--- src/rtl/trace_edge_taper_window_unit_macros.svh ---
// Assertion macros shared by the edge taper RTL.
`ifndef TRACE_EDGE_TAPER_WINDOW_UNIT_MACROS_SVH
`define TRACE_EDGE_TAPER_WINDOW_UNIT_MACROS_SVH

// Condition implies consequence in the same cycle.
`define TETW_ASSERT_NOW(label, clk, rst, cond, cons) \
   label: assert property (@(posedge clk) disable iff (rst) (cond) |-> (cons)) \
      else $error("edge taper assertion failed");

// Condition implies consequence in the next cycle.
`define TETW_ASSERT_NEXT(label, clk, rst, cond, cons) \
   label: assert property (@(posedge clk) disable iff (rst) (cond) |=> (cons)) \
      else $error("edge taper assertion failed");

`endif

--- src/rtl/tetw_pkg.sv ---
// Shared types, constants and envelope table functions for the edge taper.
package tetw_pkg;

   localparam int SAMPLE_BITS_DEF    = 24;
   localparam int ENV_TABLE_SIZE_DEF = 1024;
   localparam int MID_DEPTH          = 4;
   localparam int OUT_DEPTH          = 2;

   localparam logic [15:0] Q15_ONE = 16'h8000;

   // Shape codes.
   localparam logic [2:0] SHAPE_LINEAR = 3'd0;
   localparam logic [2:0] SHAPE_SINE   = 3'd1;
   localparam logic [2:0] SHAPE_COSINE = 3'd2;
   localparam logic [2:0] SHAPE_GAUSS1 = 3'd3;
   localparam logic [2:0] SHAPE_GAUSS2 = 3'd4;

   // Register indexes.
   localparam logic [2:0] CSR_TAPER_SHAPE  = 3'd0;
   localparam logic [2:0] CSR_TRACE_LEN    = 3'd1;
   localparam logic [2:0] CSR_START_LEN    = 3'd2;
   localparam logic [2:0] CSR_END_LEN      = 3'd3;
   localparam logic [2:0] CSR_FIRST_TRACES = 3'd4;
   localparam logic [2:0] CSR_LAST_TRACES  = 3'd5;
   localparam logic [2:0] CSR_TRACE_COUNT  = 3'd6;
   localparam logic [2:0] CSR_MIN_GAIN     = 3'd7;

   // Fixed-point constants of the envelope generator (Q2.30).
   localparam logic [63:0] Q30_ONE = 64'd1073741824;
   localparam logic [63:0] Q30_PIH = 64'd1686629713;
   localparam logic [63:0] Q30_E1  = 64'd395007543;
   localparam logic [63:0] Q30_A1  = 64'd4089907518;
   localparam logic [63:0] Q30_A2  = 64'd2147483648;

   typedef struct packed {
      logic [2:0]  taper_shape;
      logic [15:0] trace_len;
      logic [15:0] start_len;
      logic [15:0] end_len;
      logic [15:0] first_traces;
      logic [15:0] last_traces;
      logic [15:0] trace_count;
      logic [15:0] min_gain;
   } cfg_type;

   // Classified sample: counters and which gain factors apply.
   // jobs: 0 first-trace, 1 last-trace, 2 start edge, 3 end edge.
   typedef struct packed {
      logic [15:0] position;
      logic [15:0] trace;
      logic        first_sample;
      logic        last_sample;
      logic [3:0]  jobs;
   } desc_type;

   typedef struct packed {
      logic        start;
      logic [15:0] index;
      logic [15:0] span;
      logic        trace_gain;
   } env_req_type;

   typedef struct packed {
      logic        done;
      logic [15:0] factor;
   } env_rsp_type;

   // Q1.15 product rounded half up.
   function automatic logic [15:0] mul15(logic [15:0] a, logic [15:0] b);
      logic [31:0] p;
      p = 32'(a) * 32'(b) + 32'd16384;
      return p[30:15];
   endfunction

   function automatic logic [15:0] q30_to_q15(logic [63:0] v);
      logic [63:0] r;
      r = (v + 64'd16384) >> 15;
      return (r > 64'(Q15_ONE)) ? Q15_ONE : r[15:0];
   endfunction

   // Sine in Q2.30 at phase q of a table of 2**lg entries.
   function automatic logic [63:0] sine_q30(int unsigned q, int unsigned lg);
      logic [63:0] x, x2, t;
      x  = (64'(q) * Q30_PIH) >> lg;
      x2 = (x * x) >> 30;
      t  = Q30_ONE;
      t  = Q30_ONE - ((x2 * t) >> 30) / 110;
      t  = Q30_ONE - ((x2 * t) >> 30) / 72;
      t  = Q30_ONE - ((x2 * t) >> 30) / 42;
      t  = Q30_ONE - ((x2 * t) >> 30) / 20;
      t  = Q30_ONE - ((x2 * t) >> 30) / 6;
      return (x * t) >> 30;
   endfunction

   // Gaussian exp(-(a*(1-f))^2) in Q2.30.
   function automatic logic [63:0] gauss_q30(int unsigned q, int unsigned lg,
                                            logic [63:0] a);
      logic [63:0] u, y, n, r, t;
      u = (a * (64'(1 << lg) - 64'(q))) >> lg;
      y = (u * u) >> 30;
      n = y >> 30;
      r = y & (Q30_ONE - 64'd1);
      t = Q30_ONE;
      t = Q30_ONE - ((r * t) >> 30) / 10;
      t = Q30_ONE - ((r * t) >> 30) / 9;
      t = Q30_ONE - ((r * t) >> 30) / 8;
      t = Q30_ONE - ((r * t) >> 30) / 7;
      t = Q30_ONE - ((r * t) >> 30) / 6;
      t = Q30_ONE - ((r * t) >> 30) / 5;
      t = Q30_ONE - ((r * t) >> 30) / 4;
      t = Q30_ONE - ((r * t) >> 30) / 3;
      t = Q30_ONE - ((r * t) >> 30) / 2;
      t = Q30_ONE - ((r * t) >> 30);
      for (int k = 0; k < 64; k++) begin
         if (64'(k) < n) begin
            t = (t * Q30_E1 + (Q30_ONE >> 1)) >> 30;
         end
      end
      return t;
   endfunction

   // Q1.15 envelope table entry for the non-linear shapes.
   function automatic logic [15:0] env_q15(logic [2:0] shape, int unsigned q,
                                           int unsigned lg);
      logic [63:0] s;
      case (shape)
         SHAPE_SINE:   return q30_to_q15(sine_q30(q, lg));
         SHAPE_COSINE: begin
            s = sine_q30(q, lg);
            return q30_to_q15((s * s + (Q30_ONE >> 1)) >> 30);
         end
         SHAPE_GAUSS1: return q30_to_q15(gauss_q30(q, lg, Q30_A1));
         SHAPE_GAUSS2: return q30_to_q15(gauss_q30(q, lg, Q30_A2));
         default:      return 16'd0;
      endcase
   endfunction

endpackage

--- src/rtl/tetw_front.sv ---
// Front end: tracks sample and trace position and classifies each beat.
module tetw_front (
   input  logic               clock,
   input  logic               reset,
   input  tetw_pkg::cfg_type  cfg,
   input  logic               accept,
   output tetw_pkg::desc_type desc
);
   import tetw_pkg::*;

   logic [15:0] pos_ff, pos_in, trc_ff, trc_in;
   logic [15:0] len, cnt, end_idx, last_idx;
   logic [16:0] pos_inc, trc_inc;
   logic        last;

   assign len      = (cfg.trace_len == '0) ? 16'd1 : cfg.trace_len;
   assign cnt      = (cfg.trace_count == '0) ? 16'd1 : cfg.trace_count;
   assign pos_inc  = {1'b0, pos_ff} + 17'd1;
   assign trc_inc  = {1'b0, trc_ff} + 17'd1;
   assign last     = (pos_inc >= {1'b0, len});
   assign end_idx  = len - 16'd1 - pos_ff;
   assign last_idx = cnt - 16'd1 - trc_ff;

   // Decide which gain factors this sample needs.
   always_comb begin
      desc.position     = pos_ff;
      desc.trace        = trc_ff;
      desc.first_sample = (pos_ff == '0);
      desc.last_sample  = last;
      desc.jobs[0] = desc.first_sample && (trc_ff < cfg.first_traces);
      desc.jobs[1] = desc.first_sample && (trc_ff < cnt) && (last_idx < cfg.last_traces);
      desc.jobs[2] = (cfg.start_len > 16'd1) && (pos_ff < cfg.start_len);
      desc.jobs[3] = (cfg.end_len > 16'd1) && (pos_ff < len) && (end_idx < cfg.end_len);
   end

   // Next counter values.
   always_comb begin
      pos_in = pos_ff;
      trc_in = trc_ff;
      if (accept) begin
         if (last) begin
            pos_in = '0;
            trc_in = (trc_inc >= {1'b0, cnt}) ? 16'd0 : trc_inc[15:0];
         end else begin
            pos_in = pos_inc[15:0];
         end
      end
   end

   always_ff @(posedge clock) begin
      if (reset) begin
         pos_ff <= '0;
         trc_ff <= '0;
      end else begin
         pos_ff <= pos_in;
         trc_ff <= trc_in;
      end
   end
endmodule

--- config.mk ---
export PLATFORM = sky130hd
export DESIGN_NAME = tetw_front
export DESIGN_NICKNAME = d
export VERILOG_FILES = /design/src/rtl/trace_edge_taper_window_unit_macros.svh /design/src/rtl/tetw_pkg.sv /design/src/rtl/tetw_front.sv
export SDC_FILE = /design/constraint.sdc
export NUM_CORES = 1
export LEC_CHECK = 0
export BUFFER_PORTS_ARGS = -buffer_cell sky130_fd_sc_hd__clkbuf_2
export CORE_ASPECT_RATIO = 0.9
export CORE_MARGIN = 2
export CORE_UTILIZATION = 55
export DETAILED_ROUTE_END_ITERATION = 8
export PLACE_DENSITY = 0.82
export SLEW_MARGIN = 20
export SYNTH_ARGS = -nofsm -noshare
export SYNTH_HDL_FRONTEND = slang
export SYNTH_SLANG_ARGS = --single-unit
--- constraint.sdc ---
create_clock -name clock -period 8.9 [get_ports clock]
set_input_delay 2.67 -clock clock [delete_from_list [all_inputs] [get_ports clock]]
set_output_delay 2.67 -clock clock [all_outputs]
set_load 0.01 [all_outputs]
# Word-level counts from Yosys, hierarchy flattened
# Cells that the tools add are included.
# totals
word_cells	32
ff_bits	32
ramBits	0
n_memories	0
mem_bits_ro	0
inputBits	118
latch_bits	0
out_inout_bits	38
# classes
n_div	0
n_reduce_logical	10
n_mux	4
multipliers	0
magnitude_cmp	10
n_eq_ne	0
shift	0
addsub	6
n_bitwise	0
# ops
operator	count
16-bit < comparator	6
16-bit two-way mux	4
16-bit logical NOT	3
16-bit by 1-bit adder with 17-bit output, second input constant	2
17-bit by 16-bit greater-or-equal comparator with 1-bit output	2
16-bit by 1-bit > comparator with 1-bit output, second input constant	2
16-bit by 1-bit subtractor with 16-bit output, second input constant	2
16-bit subtractor	2
1-bit logical AND	6
2-bit AND reduction	1

# Logic depth before layout (Yosys ltp)
# Gate-level depths: netlist of the first run.
# depth
ltp_word	6
depth_mapped	18
depth_no_buf	18

# Worst setup path after synthesis of the first run
# OpenSTA, ideal clock, no wires.
# synth_path
path_type	input to output
start	in cfg[24] (netlist bit)
end	out desc[1] (netlist bit)
setup_slack_ns	0.635
arrival_ns	5.595
t_required_ns	6.230
path_stages	16
cell_sequence	nor4_1 a41o_1 ha_1 fa_1 nand3_1 a21oi_1 o21ai_0 a211oi_1 nand3_1 a311oi_1 xor2_1 ha_1 nor2b_1 o21ai_0 o211ai_1 and4b_1
# synth_lines
element	line_no	source
from (decl)	tetw_front.sv:5	input tetw_pkg::cfg_type cfg,
to (decl)	tetw_front.sv:7	output tetw_pkg::desc_type desc

==> metrics.md, run 1 <==
| Metric | Value |
|---|---|
| Status | `completed` |
| Post-Synth XOR/XNOR Area | `0.0755` |
| Post-synthesis simple-gate area fraction | `0.167` |
| Tot Pwr | `593 uW` |
| Post-synthesis mux area share | `0.00157` |
| Crit start category | `input port` |
| Sequential element share of the synthesized area | `0.100` |
| Most common cell in the netlist | `ha_1` |
| Port buffer count | `between 100 and 150` |
| Initial antenna violation count | `0` |
| Pre-CTS WS | `-74.8 ps` |
| Fmax | `114 MHz` |
| Pin count of the biggest net entering global routing | `20` |
| Deepest clock path buffer count | `2` |
| Row count | `37` |
| Pint | `393 uW` |
| Mapped Cells | `842` |
| HPWL Detailed | `14.0 mm` |
| Worst IR Drop VDD | `about 0.085 mV` |
| CTS tree | `yes` |
| Final period util | `0.985` |
| Headroom to the max-slew limit | `0.535` |
| Final std cell area, no fill | `7620 um^2` |
| Top cell type by total area after synthesis | `ha_1` |
| Combinational power share | `0.417` |
| Post-synth ARST share | `0` |
| Worst-margin pin slew | `694 ps` |
| Final-report setup violation count | `0` |
| Adder and majority cell fraction of the synthesized area | `0.310` |
| Crit Path Class | `input port to primary output` |
| Sw Share | `0.337` |
| Share of cells above drive strength 1 | `0.222` |
| WL final | `roughly 17 mm` |
| PD cells | `77.9 nW/um^2` |
| Starting density of the core | `0.560` |
| Top area cells in the synthesized netlist | `ha_1, dfxtp_1, inv_1` |
| Synth Warn # | `0` |
| GRT Residual Overflow | `0` |
| Clock transition at the registers of the reported paths | `50 ps` |
| Post-synth EDFFs | `0` |
| Final core occ | `0.669` |
| Mapped Area | `6380 um^2` |
| Worst-path fanout max | `2` |
| Worst hold path class | `register to register` |
| Top-area cell type share of the netlist area | `0.304` |
| Post-synth top flop | `dfxtp_1` |
| Final min period | `8770 ps` |
| Sequential power share | `0.252` |
| Core Region | `11,400 um^2` |
| Global-route wire length before repair | `28.1 mm` |
| Yosys reg bits | `32` |
| Mapped Avg Cell Area | `7.57 um^2` |
| Die width | `118 um` |
| CTS H-tree depth | `2` |
| Worst skew pair latency | `~280 ps` |
| WL/cell | `15.3 um` |
| Die footprint | `12,500 um^2` |
| GR Util All Layers | `0.269` |
| Worst hold slack | `~540 ps` |
| Clk pwr share | `0.330` |
| Synth unique cells | `68` |
| Routed vias | `6,396` |
| Worst endpoint data arrival time | `about 6100 ps` |
| Clock sinks | `32` |
| R2R setup slack | `4570 ps` |
| Clock skew | `6.67 ps` |
| Drt pass-1 iters | `5` |
| NetSw | `200 uW` |
| Post-synth top cells | `ha_1, inv_1, a21oi_1, xnor2_1, nand3_1` |
| Vias per inst | `5.69` |
| Vias in the first global route | `5,923` |
| Final net count | `1,242` |
| Final Max Tran Viols | `0` |
| DR iter-0 viols | `562` |
| Drc violations | `0` |
| Placed cell area | `slightly above 7000 um^2` |
| Syn_nets | `1,117` |
| # IOs | `156` |
| Worst Setup End Kind | `primary output` |
| Compound-Gate Fraction of Synth Area | `0.234` |
| CP required | `~6200 ps` |
| Max_cap viols | `0` |
| Leakage | `just over 4 nW` |
| Hold Buf Count CTS | `0` |
| N_diodes | `0` |
| Syn-to-layout area delta | `19.4%` |
| Main combinational cell family by area after synthesis | `adder cells` |
| Final hold vios | `0` |
| Die height | `106 um` |
| CTS Buf Count | `5` |
| Gpl congestion | `0.923` |
| DRT antenna net count | `0` |
| PnR worst setup slack | `130 ps` |
| Clock root buffer | `clkbuf_16` |
| RSZ-0062 raised after global routing | `yes` |
-- worst max-delay path: stages --
cell and delay (ps):
clkbuf_2 100, nor3_2 170, buf_4 140, a41o_1 230, ha_2 220, fa_2 220
nand3_2 80, a21oi_2 190, o21ai_2 100, a211oi_2 290, nand3_1 170, a311oi_2 310
xor2_1 170, ha_1 270, nor2b_4 140, o21ai_2 140, o211ai_1 100, and4b_1 240
buf_2 120
-- cells by family after synthesis --
| family | after synthesis |
|---|---|
| simple gates | 195 |
| compound gates | 218 |
| buf+inv | 184 |
| flops | 32 |
| fa+ha+maj | 157 |
| mux | 1 |
| xor+xnor | 55 |
-- registers in the layout, summed over array words and instances, names as in the netlist --
signal / count
trc_ff: 16
pos_ff: 16
-- worst paths after layout --
path / startpoint / end / cells after the start
min reg2reg: trc_ff[14]$_SDFFE_PP0P_ / trc_ff[14]$_SDFFE_PP0P_ / 2
min: trc_ff[14]$_SDFFE_PP0P_ / trc_ff[14]$_SDFFE_PP0P_ / 2
max: cfg[28] / desc[1] / 19
max reg2reg: pos_ff[0]$_SDFFE_PP0P_ / trc_ff[4]$_SDFFE_PP0P_ / 15
-- cell usage in the layout (no fill, tap or decap), types with 4 or more instances in the layout --
cell / netlist / layout
clkbuf_16: 0 / 5
xnor2_1: 41 / 41
o22ai_2: 5 / 5
a211oi_1: 17 / 14
dfxtp_1: 32 / 32
ha_1: 155 / 153
nor2_1: 28 / 28
buf_4: 2 / 24
o2111ai_1: 4 / 4
nand3_1: 36 / 34
nand4_1: 13 / 13
nand2_1: 33 / 33
o2bb2ai_1: 4 / 4
a32o_1: 5 / 5
o22ai_1: 5 / 5
o21a_1: 6 / 6
o211ai_1: 7 / 7
nor3_1: 18 / 17
buf_6: 1 / 4
a21o_1: 28 / 28
a2bb2oi_1: 4 / 4
and3_1: 14 / 14
o31ai_1: 6 / 5
nand3_2: 2 / 4
nor2b_1: 6 / 5
a21oi_2: 1 / 6
inv_1: 139 / 139
o21ai_1: 4 / 6
clkbuf_2: 0 / 130
nand2b_1: 11 / 11
o21ai_0: 34 / 30
xor2_1: 14 / 14
nor4_1: 15 / 12
a21oi_1: 59 / 54
-- power by group through the flow --
stage,clock [mW],sequential [mW],combinational (mW)
floorplan,0,0.152,0.155
global placement,0,0.153,0.222
detailed placement,0,0.153,0.229
CTS,0.196,0.150,0.231
global route,0.202,0.150,0.280
finish,0.196,0.150,0.248
-- what timing repair did --
action,4_1_cts,5_1_grt
cloned,0,0
resized for setup,3,52
endpoints found under the setup margin,1,2
pin swaps,0,25
hold endpoints to repair,0,0
buffers inserted,0,1
-- cell type report --
type	instances	area, um^2
Fill cell	996	3770
Clock buffer	6	129
Sequential cell	32	641
Tap cell	156	195
Timing Repair Buffer	160	896
Multi-Input combinational cell	626	5190
Clock inverter	2	35.0
Inverter	142	533
-- stage by stage --
stage               cells  setup TNS [ps]
floorplan             842               0
global placement     1115               0
detailed placement   1115           -74.8
CTS                  1123               0
global route         1124            -117
finish               1124               0
-- routing by layer --
metal / up-vias / track usage / routed length [um]
met3: 27 / 0.0284 / 987
met2: 219 / 0.431 / 7560
li1: 3222 / - / -
met1: 2928 / 0.397 / 8420
met5: - / 0 / 0
met4: 0 / 0.0396 / 216
Note: power is estimated with default switching activity, not from simulation.
==> run 2, diff against run 1 <==
--- a/config.mk
+++ b/config.mk
@@ -5,6 +5,7 @@
 export SDC_FILE = /design/constraint.sdc
 export NUM_CORES = 1
 export LEC_CHECK = 0
+export ABC_CLOCK_PERIOD_IN_PS = 8100
 export BUFFER_PORTS_ARGS = -buffer_cell sky130_fd_sc_hd__clkbuf_2
 export CORE_ASPECT_RATIO = 0.9
 export CORE_MARGIN = 2
==> constraint.sdc (replaced) <==
create_clock -name clock -period 8.1 [get_ports clock]
set_input_delay 2.43 -clock clock [delete_from_list [all_inputs] [get_ports clock]]
set_output_delay 2.43 -clock clock [all_outputs]
set_load 0.01 [all_outputs]
==> run 2 against run 1 <==
The run now ends with setup timing left. Sequential power increased by 10%. Register-to-register slack lost 800 ps. Die area is the same. Flip-flop and latch count stayed put. Worst hold slack improved by 17 ps. Via count is 2.5% higher. Largest cell class unchanged.
==> metrics.md, run 2 (synthesized netlist as in run 1, its figures left out) <==
| Metric | Value |
|---|---|
| Die height | `106 um (unchanged)` |
| Gpl congestion | `0.919 (-0.41%)` |
| Worst-margin pin slew | `694 ps (+0.474 ps)` |
| Final period util | `1.03` |
| Tot Pwr | `674 uW (+14%)` |
| Core Region | `11,400 um^2 (unchanged)` |
| GRT Residual Overflow | `0 (unchanged)` |
| Worst endpoint data arrival time | `5900 ps (-200 ps)` |
| # IOs | `156 (unchanged)` |
| DRT antenna net count | `0 (unchanged)` |
| Leakage | `4.19 nW (+3.9%)` |
| WP buf/inv | `3 (unchanged)` |
| Pin count of the biggest net entering global routing | `20 (unchanged)` |
| Starting density of the core | `0.560 (unchanged)` |
| Worst hold path class | `register to register` |
| Critical Path Start | `cfg[104]` |
| Headroom to the max-slew limit | `0.535 (about the same)` |
| Failing checks | `setup timing` |
| WL/cell | `15.6 um (+1.8%)` |
| Worst skew pair latency | `280 ps (about the same)` |
| Initial antenna violation count | `0 (unchanged)` |
| Register-to-Register Path Depth | `15 (unchanged)` |
| Clock skew | `4.97 ps (-1.71 ps)` |
| R2R setup slack | `3770 ps (-800 ps)` |
| N_diodes | `0 (unchanged)` |
| WL final | `18.0 mm (+4.8%)` |
| Routed vias | `6,557 (+2.5%)` |
| Hold Buf Count CTS | `0 (unchanged)` |
| CTS H-tree depth | `2 (unchanged)` |
| Clock sinks | `32 (unchanged)` |
| Commonest non-fill, non-tap cell in the layout | `ha_1` |
| PnR worst setup slack | `-229 ps (-359 ps)` |
| Hold_sp | `trc_ff[14]$_SDFFE_PP0P_` |
| FF-to-FF End | `pos_ff[6]$_SDFFE_PP0P_` |
| HPWL Detailed | `14.1 mm (+0.85%)` |
| GR Util All Layers | `0.274 (+0.00550)` |
| Worst IR Drop VDD | `0.0621 mV (-27%)` |
| Worst Setup End Kind | `primary output` |
| CTS Buf Count | `5 (unchanged)` |
| CP top delay family | `compound AO/OA/AOI/OAI gates` |
| Final min period | `between 8000 and 9000 ps` |
| Worst reg2reg path startpoint | `pos_ff[0]$_SDFFE_PP0P_` |
| Final net count | `1,275 (+2.7%)` |
| CP cell instances | `buf_8 -> nor4_4 -> buf_4 -> a41o_1 -> ha_4 -> fa_2 -> nand3_2 -> a21oi_4 -> a211oi_2 -> o31ai_2 -> a21o_1 -> a21oi_1 -> xnor2_1 -> ha_1 -> nand4_1 -> a211oi_2 -> o31ai_1 -> o2111ai_1 -> a31oi_1 -> and3_1 -> buf_2` |
| Vias per inst | `5.67 (-0.41%)` |
| Status | `finished with violations` |
| Final Max Tran Viols | `0 (unchanged)` |
| Crit Path Class | `input port to primary output` |
| Most frequent cell on the critical path | `a211oi_2` |
| Global-route wire length before repair | `28.5 mm (+1.2%)` |
| Die width | `118 um (unchanged)` |
| Critical Path Stages | `21 (+2)` |
| Drt pass-1 iters | `5 (unchanged)` |
| Worst-path fanout max | `3 (+1)` |
| End point of the critical path | `desc[3]` |
| CP peak stage delay | `320 ps (about the same)` |
| Pre-CTS WS | `-388 ps (-313 ps)` |
| Syn-to-layout area delta | `24.2%` |
| Crit start category | `input port` |
| Critical path's slowest cell | `ha_1` |
| PD cells | `85.1 nW/um^2 (+9.3%)` |
| Max_cap viols | `0 (unchanged)` |
| Placed cell area | `7450 um^2 (+2.8%)` |
| CP required | `5670 ps (-560 ps)` |
| Port buffer count | `136 (unchanged)` |
| Row count | `37 (unchanged)` |
| Share of cells above drive strength 1 | `0.252 (+0.0296)` |
| Vias in the first global route | `5,982 (+1.0%)` |
| Fmax | `120 MHz` |
| Top Registers | `pos_ff x16, trc_ff x16` |
| Final-report setup violation count | `2 (+2)` |
| DR iter-0 viols | `454 (-19%)` |
| CTS tree | `yes` |
| Drc violations | `0 (unchanged)` |
| Final std cell area, no fill | `7920 um^2 (+3.9%)` |
| Deepest clock path buffer count | `2 (unchanged)` |
| RSZ-0062 raised after global routing | `yes` |
| Clock root buffer | `clkbuf_16` |
| Clock transition at the registers of the reported paths | `60 ps (about the same)` |
| Final hold vios | `0 (unchanged)` |
| Commonest cells after routing, fill and taps aside | `ha_1, inv_1, clkbuf_2, buf_4, a21oi_1` |
| Die footprint | `12,500 um^2 (unchanged)` |
-- run 2: how the worst min path moves through the flow --
stage	end	slack, ps	cells after the start
floorplan	trc_ff[14]$_SDFFE_PP0P_	540	2
global placement	trc_ff[14]$_SDFFE_PP0P_	530	2
detailed placement	pos_ff[1]$_SDFFE_PP0P_	540	2
CTS	pos_ff[1]$_SDFFE_PP0P_	550	2
global route	trc_ff[14]$_SDFFE_PP0P_	590	2
finish	trc_ff[14]$_SDFFE_PP0P_	550	2
-- run 2: layer usage --
layer / vias to the layer above / GRT usage / wire length [um]
li1: 3291 / - / -
met1: 3006 / 0.401 / 8680
met2: 236 / 0.439 / 8120
met3: 24 / 0.0258 / 1000
met4: 0 / 0.0559 / 216
met5: - / 0 / 0
-- run 2: power breakdown --
group / switching, mW / internal (mW)
Combinational: 0.150 / 0.139
Clock: 0.0758 / 0.144
Sequential: 0.00525 / 0.159
-- run 2: stage by stage --
step,util,TNS (ps),cells,hold slack (ps)
after detailed placement,0.654,-731,1142,545
after global placement,0.654,-657,1142,532
after CTS,0.680,-304,1152,554
after floorplan,-,0,842,538
after global routing,0.695,-717,1157,595
final,0.695,-328,1157,555
-- run 2: area by class of cell --
type,instances,area [um^2]
multi-input combinational,626,5240
fill,942,3470
timing repair buffer,193,1140
sequential,32,641
inverter,142,533
tap,156,195
clock buffer,5,125
clock inverter,3,42.5
-- run 2: tightest hold or removal path: cells and delay by family, from the launching register on --
| kind | cells | cell delay, ps |
|---|---|---|
| AO/OA/AOI/OAI | 1 | 60 |
| flip-flops | 1 | 360 |
| AND/OR/NAND/NOR | 1 | 90 |
-- run 2: what timing repair did --
action,CTS,global route
buffers inserted,2,6
setup endpoints to repair,2,2
pin swaps,18,35
gates resized for setup,29,31
